File: config.mk
export PLATFORM = sky130hd
export DESIGN_NAME = rgb_pixel_pulse_encoder_flat
export DESIGN_NICKNAME = d
export VERILOG_FILES = /design/src/hdl/rppe_pkg.sv /design/src/hdl/rppe_if.sv /design/src/hdl/rppe_scale_lane.sv /design/src/hdl/rppe_merge.sv /design/src/hdl/rppe_serializer.sv /design/src/hdl/rgb_pixel_pulse_encoder.sv /design/src/flat_wrapper.sv
export SDC_FILE = /design/constraint.sdc
export NUM_CORES = 1
export LEC_CHECK = 0
export BUFFER_PORTS_ARGS = -buffer_cell sky130_fd_sc_hd__buf_2
export CAP_MARGIN = 20
export CORE_MARGIN = 3
export CORE_UTILIZATION = 45
export CTS_CLUSTER_SIZE = 30
export DETAILED_ROUTE_END_ITERATION = 6
export PLACE_DENSITY_LB_ADDON = 0.1
export SLEW_MARGIN = 40
export SYNTH_ARGS = -nofsm -noshare
export SYNTH_HDL_FRONTEND = slang
export SYNTH_HIERARCHICAL = 1
export SYNTH_SLANG_ARGS = --single-unit
File: constraint.sdc
create_clock -name i_clk -period 10.3 [get_ports i_clk]
set_clock_uncertainty 0.2 [all_clocks]
set_input_delay 0.515 -clock i_clk [delete_from_list [all_inputs] [get_ports i_clk]]
set_output_delay 0.515 -clock i_clk [all_outputs]
set_load 0.01 [all_outputs]
File: src/hdl/rppe_pkg.sv
// ============================================================================
// rppe_pkg : pixel pulse encoder package
// Widths, register map, reset values and the divide-by-255 helper.
// ============================================================================
package rppe_pkg;

    localparam int BYTE_W        = 8;
    localparam int SLOT_W        = 2;
    localparam int TICK_W        = 8;
    localparam int LED_W         = 4;
    localparam int BITNUM_W      = 5;
    localparam int BITS_PER_PIXEL = 24;
    localparam int PROD_W        = 2 * BYTE_W;
    localparam int ADDR_W        = 5;
    localparam int DATA_W        = 32;

    localparam logic [BITNUM_W-1:0] LAST_BIT_NUM = BITNUM_W'(BITS_PER_PIXEL - 1);

    // byte slots in the 24-bit word, slot 0 is sent first
    localparam logic [SLOT_W-1:0] SLOT_HI   = 2'd0;
    localparam logic [SLOT_W-1:0] SLOT_MID  = 2'd1;
    localparam logic [SLOT_W-1:0] SLOT_LO   = 2'd2;

    // register indexes (byte address / 4)
    localparam logic [2:0] REG_RED_SLOT   = 3'd0;
    localparam logic [2:0] REG_GREEN_SLOT = 3'd1;
    localparam logic [2:0] REG_BLUE_SLOT  = 3'd2;
    localparam logic [2:0] REG_ONE_HIGH   = 3'd3;
    localparam logic [2:0] REG_ONE_LOW    = 3'd4;
    localparam logic [2:0] REG_ZERO_HIGH  = 3'd5;
    localparam logic [2:0] REG_ZERO_LOW   = 3'd6;

    localparam logic [SLOT_W-1:0] RST_RED_SLOT   = 2'd1;
    localparam logic [SLOT_W-1:0] RST_GREEN_SLOT = 2'd0;
    localparam logic [SLOT_W-1:0] RST_BLUE_SLOT  = 2'd2;
    localparam logic [TICK_W-1:0] RST_ONE_HIGH   = 8'd8;
    localparam logic [TICK_W-1:0] RST_ONE_LOW    = 8'd4;
    localparam logic [TICK_W-1:0] RST_ZERO_HIGH  = 8'd4;
    localparam logic [TICK_W-1:0] RST_ZERO_LOW   = 8'd8;

    typedef struct packed {
        logic [SLOT_W-1:0] red_slot;
        logic [SLOT_W-1:0] green_slot;
        logic [SLOT_W-1:0] blue_slot;
        logic [TICK_W-1:0] one_high;
        logic [TICK_W-1:0] one_low;
        logic [TICK_W-1:0] zero_high;
        logic [TICK_W-1:0] zero_low;
    } t_cfg;

    // exact floor(p/255) for any product of two bytes (p up to 255*255): (p + (p >> 8) + 1) >> 8
    function automatic logic [BYTE_W-1:0] div255(input logic [PROD_W-1:0] p);
        logic [PROD_W:0] t;
        t = {1'b0, p} + {9'd0, p[PROD_W-1:BYTE_W]} + {{PROD_W{1'b0}}, 1'b1};
        return t[PROD_W-1:BYTE_W];
    endfunction

endpackage

File: src/hdl/rppe_if.sv
// ============================================================================
// rppe_if : pixel request and pulse descriptor channels
// Valid/ready channels; a request moves when valid and ready are both high.
// ============================================================================
interface rppe_pix_if import rppe_pkg::*; ();
    logic              valid;
    logic              ready;
    logic [LED_W-1:0]  pixel_index;
    logic [BYTE_W-1:0] level;
    logic [BYTE_W-1:0] red;
    logic [BYTE_W-1:0] green;
    logic [BYTE_W-1:0] blue;

    modport source (output valid, pixel_index, level, red, green, blue, input ready);
    modport sink   (input valid, pixel_index, level, red, green, blue, output ready);
endinterface

interface rppe_pulse_if import rppe_pkg::*; ();
    logic                valid;
    logic                ready;
    logic [LED_W-1:0]    led_number;
    logic [BITNUM_W-1:0] bit_number;
    logic                bit_value;
    logic [TICK_W-1:0]   high_ticks;
    logic [TICK_W-1:0]   low_ticks;
    logic                last_bit;

    modport source (output valid, led_number, bit_number, bit_value, high_ticks,
                    low_ticks, last_bit, input ready);
    modport sink   (input valid, led_number, bit_number, bit_value, high_ticks,
                    low_ticks, last_bit, output ready);
endinterface

File: src/hdl/rppe_scale_lane.sv
// ============================================================================
// rppe_scale_lane : one color channel scaler
// Registers value*level, then divides the product by 255 with truncation.
// ============================================================================
module rppe_scale_lane import rppe_pkg::*; (
    input  logic              i_clk,
    input  logic              i_en,
    input  logic [BYTE_W-1:0] i_value,
    input  logic [BYTE_W-1:0] i_level,
    output logic [BYTE_W-1:0] o_scaled
);

    logic [PROD_W-1:0] r_prod;

    always_ff @(posedge i_clk) begin
        if (i_en) begin
            r_prod <= PROD_W'(i_value) * PROD_W'(i_level);
        end
    end

    assign o_scaled = div255(r_prod);

endmodule

File: src/hdl/rppe_merge.sv
// ============================================================================
// rppe_merge : byte slot placement
// Combines the three lane results into the 24-bit word by configured slots.
// ============================================================================
module rppe_merge import rppe_pkg::*; (
    input  logic                      i_clk,
    input  logic                      i_rst_n,
    input  t_cfg                      i_cfg,
    input  logic                      i_valid,
    input  logic [LED_W-1:0]          i_led,
    input  logic [BYTE_W-1:0]         i_red,
    input  logic [BYTE_W-1:0]         i_green,
    input  logic [BYTE_W-1:0]         i_blue,
    output logic                      o_ready,
    input  logic                      i_take,
    output logic                      o_valid,
    output logic [LED_W-1:0]          o_led,
    output logic [BITS_PER_PIXEL-1:0] o_word
);

    logic                      r_valid;
    logic [LED_W-1:0]          r_led;
    logic [BITS_PER_PIXEL-1:0] r_word;
    logic                      n_valid;
    logic [BITS_PER_PIXEL-1:0] n_word;

    // later writer wins: blue over green over red; unclaimed slot is zero
    function automatic logic [BYTE_W-1:0] pick(input logic [SLOT_W-1:0] s,
                                               input t_cfg c,
                                               input logic [BYTE_W-1:0] r,
                                               input logic [BYTE_W-1:0] g,
                                               input logic [BYTE_W-1:0] b);
        logic [BYTE_W-1:0] v;
        v = '0;
        if (c.red_slot == s)   v = r;
        if (c.green_slot == s) v = g;
        if (c.blue_slot == s)  v = b;
        return v;
    endfunction

    assign o_ready = !r_valid || i_take;

    always_comb begin
        n_word = {pick(SLOT_HI,  i_cfg, i_red, i_green, i_blue),
                  pick(SLOT_MID, i_cfg, i_red, i_green, i_blue),
                  pick(SLOT_LO,  i_cfg, i_red, i_green, i_blue)};
        n_valid = r_valid;
        if (o_ready) begin
            n_valid = i_valid;
        end
    end

    always_ff @(posedge i_clk) begin
        if (!i_rst_n) begin
            r_valid <= 1'b0;
        end else begin
            r_valid <= n_valid;
        end
    end

    always_ff @(posedge i_clk) begin
        if (o_ready && i_valid) begin
            r_word <= n_word;
            r_led  <= i_led;
        end
    end

    assign o_valid = r_valid;
    assign o_led   = r_led;
    assign o_word  = r_word;

endmodule

File: src/hdl/rppe_serializer.sv
// ============================================================================
// rppe_serializer : pulse descriptor sequencer
// Shifts the word out MSB first, one descriptor per accepted output.
// ============================================================================
module rppe_serializer import rppe_pkg::*; (
    input  logic                      i_clk,
    input  logic                      i_rst_n,
    input  t_cfg                      i_cfg,
    input  logic                      i_valid,
    input  logic [LED_W-1:0]          i_led,
    input  logic [BITS_PER_PIXEL-1:0] i_word,
    output logic                      o_take,
    rppe_pulse_if.source              o_pulse
);

    logic                      r_busy;
    logic [BITS_PER_PIXEL-1:0] r_word;
    logic [LED_W-1:0]          r_led;
    logic [BITNUM_W-1:0]       r_cnt;
    logic                      w_fire;
    logic                      w_last;

    assign w_last = (r_cnt == LAST_BIT_NUM);
    assign w_fire = r_busy && o_pulse.ready;
    assign o_take = !r_busy || (w_fire && w_last);

    always_ff @(posedge i_clk) begin
        if (!i_rst_n) begin
            r_busy <= 1'b0;
        end else if (o_take) begin
            r_busy <= i_valid;
        end
    end

    always_ff @(posedge i_clk) begin
        if (o_take && i_valid) begin
            r_word <= i_word;
            r_led  <= i_led;
            r_cnt  <= '0;
        end else if (w_fire) begin
            r_word <= {r_word[BITS_PER_PIXEL-2:0], 1'b0};
            r_cnt  <= r_cnt + BITNUM_W'(1);
        end
    end

    assign o_pulse.valid      = r_busy;
    assign o_pulse.led_number = r_led;
    assign o_pulse.bit_number = r_cnt;
    assign o_pulse.bit_value  = r_word[BITS_PER_PIXEL-1];
    assign o_pulse.high_ticks = r_word[BITS_PER_PIXEL-1] ? i_cfg.one_high : i_cfg.zero_high;
    assign o_pulse.low_ticks  = r_word[BITS_PER_PIXEL-1] ? i_cfg.one_low : i_cfg.zero_low;
    assign o_pulse.last_bit   = w_last;

endmodule

File: src/hdl/rgb_pixel_pulse_encoder.sv
// ============================================================================
// rgb_pixel_pulse_encoder : RGB pixel to LED pulse descriptor encoder
// Scales a pixel by brightness, orders its bytes and emits 24 pulses.
// ============================================================================
//
//  channel   dir  handshake     carries
//  --------  ---  ------------  -------------------------------------------
//  i_pix     in   valid/ready   pixel_index, level, red, green, blue
//  o_pulse   out  valid/ready   led_number, bit_number, bit_value,
//                               high_ticks, low_ticks, last_bit
//  APB       in   psel/penable  register writes and reads, pready tied high
//
//  Each request yields 24 descriptors, one per cycle while o_pulse.ready is
//  high, so the output sequencer sets the sustained rate. The lane registers
//  load on the accepting edge, then the merge register and then the sequencer
//  registers load as each has room, and the first descriptor is on o_pulse
//  as soon as the sequencer registers hold the word.
//  A request can wait in the lane and merge stages while the sequencer is
//  still sending, and the next word loads on the edge that takes bit 23.
//  Reset (synchronous, active low) empties all stages and restores the
//  register defaults (GRB order, 8/4 and 4/8 ticks).
//
module rgb_pixel_pulse_encoder import rppe_pkg::*; (
    input  logic              i_clk,
    input  logic              i_rst_n,
    rppe_pix_if.sink          i_pix,
    rppe_pulse_if.source      o_pulse,
    input  logic              psel,
    input  logic              penable,
    input  logic              pwrite,
    input  logic [ADDR_W-1:0] paddr,
    input  logic [DATA_W-1:0] pwdata,
    output logic [DATA_W-1:0] prdata,
    output logic              pready
);

    // configuration registers
    t_cfg                      r_cfg;
    logic                      w_wr;
    logic [2:0]                w_idx;

    // lane stage control
    logic                      r_s1_valid;
    logic [LED_W-1:0]          r_s1_led;
    logic                      w_accept;
    logic                      w_s1_ready;

    logic [BYTE_W-1:0]         w_red_s;
    logic [BYTE_W-1:0]         w_green_s;
    logic [BYTE_W-1:0]         w_blue_s;

    logic                      w_mrg_ready;
    logic                      w_mrg_valid;
    logic [LED_W-1:0]          w_mrg_led;
    logic [BITS_PER_PIXEL-1:0] w_mrg_word;
    logic                      w_take;

    // ---------------- APB register file ----------------
    assign pready = 1'b1;
    assign w_wr   = psel && penable && pwrite;
    assign w_idx  = paddr[ADDR_W-1:2];

    always_ff @(posedge i_clk) begin
        if (!i_rst_n) begin
            r_cfg.red_slot   <= RST_RED_SLOT;
            r_cfg.green_slot <= RST_GREEN_SLOT;
            r_cfg.blue_slot  <= RST_BLUE_SLOT;
            r_cfg.one_high   <= RST_ONE_HIGH;
            r_cfg.one_low    <= RST_ONE_LOW;
            r_cfg.zero_high  <= RST_ZERO_HIGH;
            r_cfg.zero_low   <= RST_ZERO_LOW;
        end else if (w_wr) begin
            unique case (w_idx)
                REG_RED_SLOT:   r_cfg.red_slot   <= pwdata[SLOT_W-1:0];
                REG_GREEN_SLOT: r_cfg.green_slot <= pwdata[SLOT_W-1:0];
                REG_BLUE_SLOT:  r_cfg.blue_slot  <= pwdata[SLOT_W-1:0];
                REG_ONE_HIGH:   r_cfg.one_high   <= pwdata[TICK_W-1:0];
                REG_ONE_LOW:    r_cfg.one_low    <= pwdata[TICK_W-1:0];
                REG_ZERO_HIGH:  r_cfg.zero_high  <= pwdata[TICK_W-1:0];
                REG_ZERO_LOW:   r_cfg.zero_low   <= pwdata[TICK_W-1:0];
                default: ;  // past the register list: dropped
            endcase
        end
    end

    always_comb begin
        unique case (w_idx)
            REG_RED_SLOT:   prdata = DATA_W'(r_cfg.red_slot);
            REG_GREEN_SLOT: prdata = DATA_W'(r_cfg.green_slot);
            REG_BLUE_SLOT:  prdata = DATA_W'(r_cfg.blue_slot);
            REG_ONE_HIGH:   prdata = DATA_W'(r_cfg.one_high);
            REG_ONE_LOW:    prdata = DATA_W'(r_cfg.one_low);
            REG_ZERO_HIGH:  prdata = DATA_W'(r_cfg.zero_high);
            REG_ZERO_LOW:   prdata = DATA_W'(r_cfg.zero_low);
            default:        prdata = '0;
        endcase
    end

    // ---------------- lane stage ----------------
    // The lanes hold value*level; this stage tracks the request's valid
    // and LED number alongside them.
    assign w_s1_ready  = !r_s1_valid || w_mrg_ready;
    assign i_pix.ready = w_s1_ready;
    assign w_accept    = i_pix.valid && w_s1_ready;

    always_ff @(posedge i_clk) begin
        if (!i_rst_n) begin
            r_s1_valid <= 1'b0;
        end else if (w_s1_ready) begin
            r_s1_valid <= i_pix.valid;
        end
    end

    always_ff @(posedge i_clk) begin
        if (w_accept) begin
            r_s1_led <= i_pix.pixel_index;
        end
    end

    rppe_scale_lane u_lane_red (
        .i_clk    (i_clk),
        .i_en     (w_accept),
        .i_value  (i_pix.red),
        .i_level  (i_pix.level),
        .o_scaled (w_red_s)
    );

    rppe_scale_lane u_lane_green (
        .i_clk    (i_clk),
        .i_en     (w_accept),
        .i_value  (i_pix.green),
        .i_level  (i_pix.level),
        .o_scaled (w_green_s)
    );

    rppe_scale_lane u_lane_blue (
        .i_clk    (i_clk),
        .i_en     (w_accept),
        .i_value  (i_pix.blue),
        .i_level  (i_pix.level),
        .o_scaled (w_blue_s)
    );

    // ---------------- merge: slot placement ----------------
    rppe_merge u_merge (
        .i_clk   (i_clk),
        .i_rst_n (i_rst_n),
        .i_cfg   (r_cfg),
        .i_valid (r_s1_valid),
        .i_led   (r_s1_led),
        .i_red   (w_red_s),
        .i_green (w_green_s),
        .i_blue  (w_blue_s),
        .o_ready (w_mrg_ready),
        .i_take  (w_take),
        .o_valid (w_mrg_valid),
        .o_led   (w_mrg_led),
        .o_word  (w_mrg_word)
    );

    // ---------------- output sequencer ----------------
    rppe_serializer u_ser (
        .i_clk   (i_clk),
        .i_rst_n (i_rst_n),
        .i_cfg   (r_cfg),
        .i_valid (w_mrg_valid),
        .i_led   (w_mrg_led),
        .i_word  (w_mrg_word),
        .o_take  (w_take),
        .o_pulse (o_pulse)
    );

endmodule

File: src/flat_wrapper.sv
// flat-port wrapper written by rule: the top's interface ports become plain ports
module rgb_pixel_pulse_encoder_flat import rppe_pkg::*;
  (i_clk, i_rst_n, psel, penable, pwrite, paddr, pwdata, prdata, pready, i_pix_valid, i_pix_pixel_index, i_pix_level, i_pix_red, i_pix_green, i_pix_blue, i_pix_ready, o_pulse_valid, o_pulse_led_number, o_pulse_bit_number, o_pulse_bit_value, o_pulse_high_ticks, o_pulse_low_ticks, o_pulse_last_bit, o_pulse_ready);
  rppe_pix_if i_pix_i ();
  rppe_pulse_if o_pulse_i ();
  input  logic i_clk;
  input  logic i_rst_n;
  input  logic psel;
  input  logic penable;
  input  logic pwrite;
  input  logic [ADDR_W-1:0] paddr;
  input  logic [DATA_W-1:0] pwdata;
  output logic [DATA_W-1:0] prdata;
  output logic pready;
  input wire logic [$bits(i_pix_i.valid)-1:0] i_pix_valid;
  input wire logic [$bits(i_pix_i.pixel_index)-1:0] i_pix_pixel_index;
  input wire logic [$bits(i_pix_i.level)-1:0] i_pix_level;
  input wire logic [$bits(i_pix_i.red)-1:0] i_pix_red;
  input wire logic [$bits(i_pix_i.green)-1:0] i_pix_green;
  input wire logic [$bits(i_pix_i.blue)-1:0] i_pix_blue;
  output wire logic [$bits(i_pix_i.ready)-1:0] i_pix_ready;
  output wire logic [$bits(o_pulse_i.valid)-1:0] o_pulse_valid;
  output wire logic [$bits(o_pulse_i.led_number)-1:0] o_pulse_led_number;
  output wire logic [$bits(o_pulse_i.bit_number)-1:0] o_pulse_bit_number;
  output wire logic [$bits(o_pulse_i.bit_value)-1:0] o_pulse_bit_value;
  output wire logic [$bits(o_pulse_i.high_ticks)-1:0] o_pulse_high_ticks;
  output wire logic [$bits(o_pulse_i.low_ticks)-1:0] o_pulse_low_ticks;
  output wire logic [$bits(o_pulse_i.last_bit)-1:0] o_pulse_last_bit;
  input wire logic [$bits(o_pulse_i.ready)-1:0] o_pulse_ready;
  assign i_pix_i.valid = i_pix_valid;
  assign i_pix_i.pixel_index = i_pix_pixel_index;
  assign i_pix_i.level = i_pix_level;
  assign i_pix_i.red = i_pix_red;
  assign i_pix_i.green = i_pix_green;
  assign i_pix_i.blue = i_pix_blue;
  assign i_pix_ready = i_pix_i.ready;
  assign o_pulse_valid = o_pulse_i.valid;
  assign o_pulse_led_number = o_pulse_i.led_number;
  assign o_pulse_bit_number = o_pulse_i.bit_number;
  assign o_pulse_bit_value = o_pulse_i.bit_value;
  assign o_pulse_high_ticks = o_pulse_i.high_ticks;
  assign o_pulse_low_ticks = o_pulse_i.low_ticks;
  assign o_pulse_last_bit = o_pulse_i.last_bit;
  assign o_pulse_i.ready = o_pulse_ready;
  rgb_pixel_pulse_encoder u_core (.i_clk(i_clk), .i_rst_n(i_rst_n), .i_pix(i_pix_i), .o_pulse(o_pulse_i), .psel(psel), .penable(penable), .pwrite(pwrite), .paddr(paddr), .pwdata(pwdata), .prdata(prdata), .pready(pready));
endmodule
# == Word-level counts from Yosys, hierarchy flattened ==
# Index checks and enable logic that the tools add are counted.
# totals
ff_bits,154
latch_bits,0
ram_bits,0
rom_bits,0
inputBits,80
out_inout_bits,62
wordCells,81
mem_count,0
# classes
add_sub_neg,7
n_mul,3
div_mod_pow,0
magnitude_cmp,0
n_eq_ne,13
n_shift,0
n_mux,14
bitwise,0
reduce_logical,25
# ops
cell,count
8-bit two-way mux,11
8-bit one-hot mux with 7 select lines,1
"16-bit by 1-bit adder with 16-bit output, second input constant",3
16-bit by 8-bit adder with 16-bit output,3
8-bit by 8-bit multiplier with 16-bit output,3
24-bit two-way mux,2
2-bit AND reduction,7
"3-bit equality test, second input constant",3
1-bit logical AND,7
"2-bit by 1-bit equality test with 1-bit output, second input constant",3
"2-bit equality test, second input constant",3
"3-bit by 2-bit equality test with 1-bit output, second input constant",2
2-bit zero test,3
"5-bit by 1-bit adder with 5-bit output, second input constant",1
"5-bit equality test, second input constant",1
"3-bit by 1-bit equality test with 1-bit output, second input constant",1
1-bit zero test,3
3-bit zero test,1
1-bit logical OR,3
2-bit nonzero test,1

# == Logic depth before layout (Yosys ltp) ==
# depth
depth_word,6
ltp_mapped,15
ltp_nobuf,15

# == Modules after synthesis ==
# Netlist, hierarchy kept.
# by_module_without_submodules
mod,n_inst,cells_each,area_per_inst_um2,seq_area_each_um2
rppe_scale_lane at u_core.u_lane_blue,1,308,2969.1,480.5
rppe_scale_lane at u_core.u_lane_green,1,315,2957.8,480.5
rppe_scale_lane at u_core.u_lane_red,1,310,2931.6,480.5
rgb_pixel_pulse_encoder,1,230,2162.1,900.9
rppe_serializer,1,173,1951.9,960.9
rppe_merge,1,154,1527.7,860.8

# == Least setup slack after synthesis ==
# No wires, ideal clock.
# synth_path
kind,input-to-reg
startpoint,input i_pix_level[7]
endpoint,"register u_core.u_lane_blue.r_prod[11], data pin"
setup_time_ns,0.269
t_arrival_ns,3.981
required_ns,9.831
setup_slack_ns,5.850
cell_stages,13
path_buffers,0
path_cell_list,and2_1 fa_1 fa_1 fa_1 inv_1 fa_1 inv_1 ha_1 o211ai_1 a21oi_1 a211oi_2 o21ai_0 xor2_1
# synth_between
elab_chain_cells,1
# synth_rtl
item,line,text
start: declaration,flat_wrapper.sv:17,input wire logic [$bits(i_pix_i.level)-1:0] i_pix_level;
8-bit by 8-bit multiplier with 16-bit output,rppe_scale_lane.sv:17,r_prod <= PROD_W'(i_value) * PROD_W'(i_level);
end signal: assignment,rppe_scale_lane.sv:17,
end: declaration,rppe_scale_lane.sv:13,logic [PROD_W-1:0] r_prod;
# Every way passes these cells.
# A chain may end at the register's enable or synchronous reset.

# == Worst setup path in the final report ==
# layout_path
startpoint,input i_pix_level[2]
endpoint,"register u_core.u_lane_red.r_prod[15], data pin"
# layout_between
elab_chain_cells,1
# layout_rtl
item,line
8-bit by 8-bit multiplier with 16-bit output,rppe_scale_lane.sv:17
end signal: assignment,rppe_scale_lane.sv:17
end: declaration,rppe_scale_lane.sv:13
# Every way passes these cells.

==> results.txt <==
Run status - finished clean
Asr flop ratio synth - 0%
Initial antenna violation count - 0
Post-CTS Setup Inserts - 0
Placement row count - 65
Filler cell count - 3007
Skew-Pair Late Insertion Delay - 0.43 ns
Largest net degree at the start of global routing - 53
Worst setup SP type - input pin
Die width - 185.5 um
Initial DRC count - 558
Routed WL - 30170 um
Synthesis-to-finish area growth - 7.852%
Routed wire per std cell - 15.31 um
H-tree levels - 4
Drt first pass iters - 5
Least-Margin Pin Slew - 0.8182 ns
Max-slew violation count - 0
Most common cell after layout, fill and taps aside - nand2_1
Post-Syn Area - 14500 sq um
PD cells - 192.8 nW/um^2
Data arrival, critical path - 4.81 ns
Post-cts hold buffer count - 0
Area after DPL - 15090 sq um
Worst-path clk slew - 0.06 ns
CTS root buf - clkbuf_16
CP top delay family - adder cells
Period minus WS final - 4.864 ns
Finished layout cell area - 15640 sq um
Unique masters post-synth - 86
Initial core utilization - 45.83%
CP Cell Sequence - buf_2 > nand2_1 > fa_1 > fa_1 > inv_1 > fa_1 > inv_1 > fa_1 > inv_1 > ha_1 > and2_1 > o21ai_2 > a31oi_2 > o2111a_1 > a311oi_1
Worst hold path class - in2reg
CP most frequent cell - fa_1
First-pass GRT wire length - 51270 um
Slew headroom - 45.46%
Syn Area/Cell - 9.732 sq um
Final RePlAce weighted congestion - 0.9041
Yosys warnings - 6
Vias - 10280
Antenna Cells - 0
Die span in y - 185.5 um
Port bufs - 90
Ports - 142
# nets final - 1874
Final cycle utilization of the critical path - 47.23%
Post-synthesis register bit count - 154
DRC viols - 0
Post-DRT Antenna Nets - 0
Req. time, crit path - 10.25 ns
RSZ-0062 raised after global routing - false
CTS tree - yes
Largest stage delay, worst path - 0.54 ns
Primary FF master, synth - edfxtp_1
Setup slack, reg-to-reg - 7.42 ns
CTS Buf Count - 17
CP Capture Type - flop
Post-synth EDFFs - 108
Vias per cell - 5.214
Total gr overflow - 0
Commonest cells after routing, fill and taps aside - nand2_1, inv_1, and2_1, ha_1
Fmax - 205.6 MHz
Buf/Inv on CP - 4
Die area - 34410 sq um
Maximum root-to-sink buffer count - 2
Pleak - 7.000 nW
GRT Resource Usage Total - 18.35%
Share of cells above drive strength 1 - 12.49%
Post-Syn Instances - 1490
Core Footprint - 31640 sq um
Sequential area share after synthesis - 28.72%
CP Max Fanout - 24
# setup viols final - 0
Max Cap Viol - 0
Vias in the first global route - 10170
CTS resizes - 0
Max VDD drop - 0.1294 mV
TNS Setup - 0 ns
Final HPWL from detailed placement - 22960 um
Slowest-stage cell, CP - fa_1
Critical path type - in2reg
# clock sinks - 154
Fin. Hold Viols - 0
[per-stage QoR]
step	hold WS, ns	instances	util [%]	setup WS, ns	power (mW)
final	0.05808	1971	49.43	5.436	3.015
after global routing	0.03959	1971	49.43	5.360	3.308
after detailed placement	0.2045	1939	47.69	5.153	2.455
after floorplan	0.2003	1513	-	5.850	2.080
after global placement	0.2018	1939	47.67	5.196	2.436
after CTS	0.03788	1971	49.42	5.599	3.053
[synth_stat cells (25+ instances only)]
cell	instances	area [sq um]
ha_1	130	1627
nand3_1	55	275.3
and2_1	152	950.9
dfxtp_1	46	920.9
fa_1	108	2162
xnor2_1	38	332.8
inv_1	173	649.4
nor2_1	61	229.0
mux2i_1	43	430.4
nand2_1	190	713.2
buf_4	35	262.8
a31oi_1	25	156.4
edfxtp_1	108	3243
a21oi_1	29	145.1
[sequential cells by signal, summed over array words and instances, names as in the netlist, 5 cells and up]
register,cells
u_core/u_lane_green/r_prod,16
u_core/u_merge/o_word,24
u_core/u_lane_blue/r_prod,16
u_core/u_ser/o_pulse.bit_number,5
u_core/r_cfg,38
u_core/u_lane_red/r_prod,16
u_core/u_ser/r_word,24
[kinds of logic (layout without fill, tap and decap cells)]
group / after synthesis / after routing / share of synthesized area, %
AND/OR/NAND/NOR: 543 / 543 / 19.11
buffers and inverters: 244 / 300 / 7.878
adder cells (fa/ha/maj): 238 / 238 / 26.13
AO/OA/AOI/OAI: 196 / 196 / 10.51
flip-flops: 154 / 154 / 28.72
multiplexers: 62 / 62 / 4.521
XOR/XNOR: 51 / 51 / 3.081
other: 2 / 25 / 0.05179
[final timing paths]
| check | cells past startpoint | startpoint | to |
|---|---|---|---|
| min reg2reg | 0 | u_core/u_merge/o_led[2]$_DFFE_PP_ | u_core/u_ser/o_pulse.led_number[2]$_DFFE_PP_ |
| max reg2reg | 8 | u_core/u_ser/o_pulse.bit_number[0]$_SDFFE_PP0P_ | u_core/u_lane_green/r_prod[11]$_DFFE_PP_ |
| min | 1 | i_pix_pixel_index[2] | u_core/r_s1_led[2]$_DFFE_PP_ |
| max | 15 | i_pix_level[2] | u_core/u_lane_red/r_prod[15]$_DFFE_PP_ |
[worst register-to-register path: stages, from the launching register on]
cell and delay [ns]:
dfxtp_1 0.41, ha_1 0.26, nand3_4 0.13, o21a_4 0.35, inv_1 0.15, nand2b_1 0.14, nand2b_1 0.14, and2_2 0.15
buf_4 0.53
[layout make-up]
type                       instances  area [sq um]  share of cell area, %
inverter                         174         653.1                  4.176
clock buffer                      20         456.7                  2.920
multi-input combinational       1115          9286                  59.38
clock inverter                    12         92.59                 0.5920
sequential                       154          4164                  26.63
timing repair buffer              94         483.0                  3.088
tap                              402         503.0                  3.216
[power breakdown]
part	switching (mW)	internal [mW]	leakage [nW]	total, mW
Sequential	0.0861	0.848	1.41	0.934
Clock	0.255	0.323	0.265	0.578
Combinational	0.887	0.617	5.33	1.50
[routing by layer]
layer  wire length, um  share of wire, %  global-route usage, %  vias up
met4               392               1.3                  4.772        0
li1                  -                 -                      -     5145
met5                 0                 0                      0        -
met2             14020                46                  30.05      151
met3               871               2.9                  2.267       30
met1             14880                49                  25.97     4950
Power figures use the tool's default switching activity.
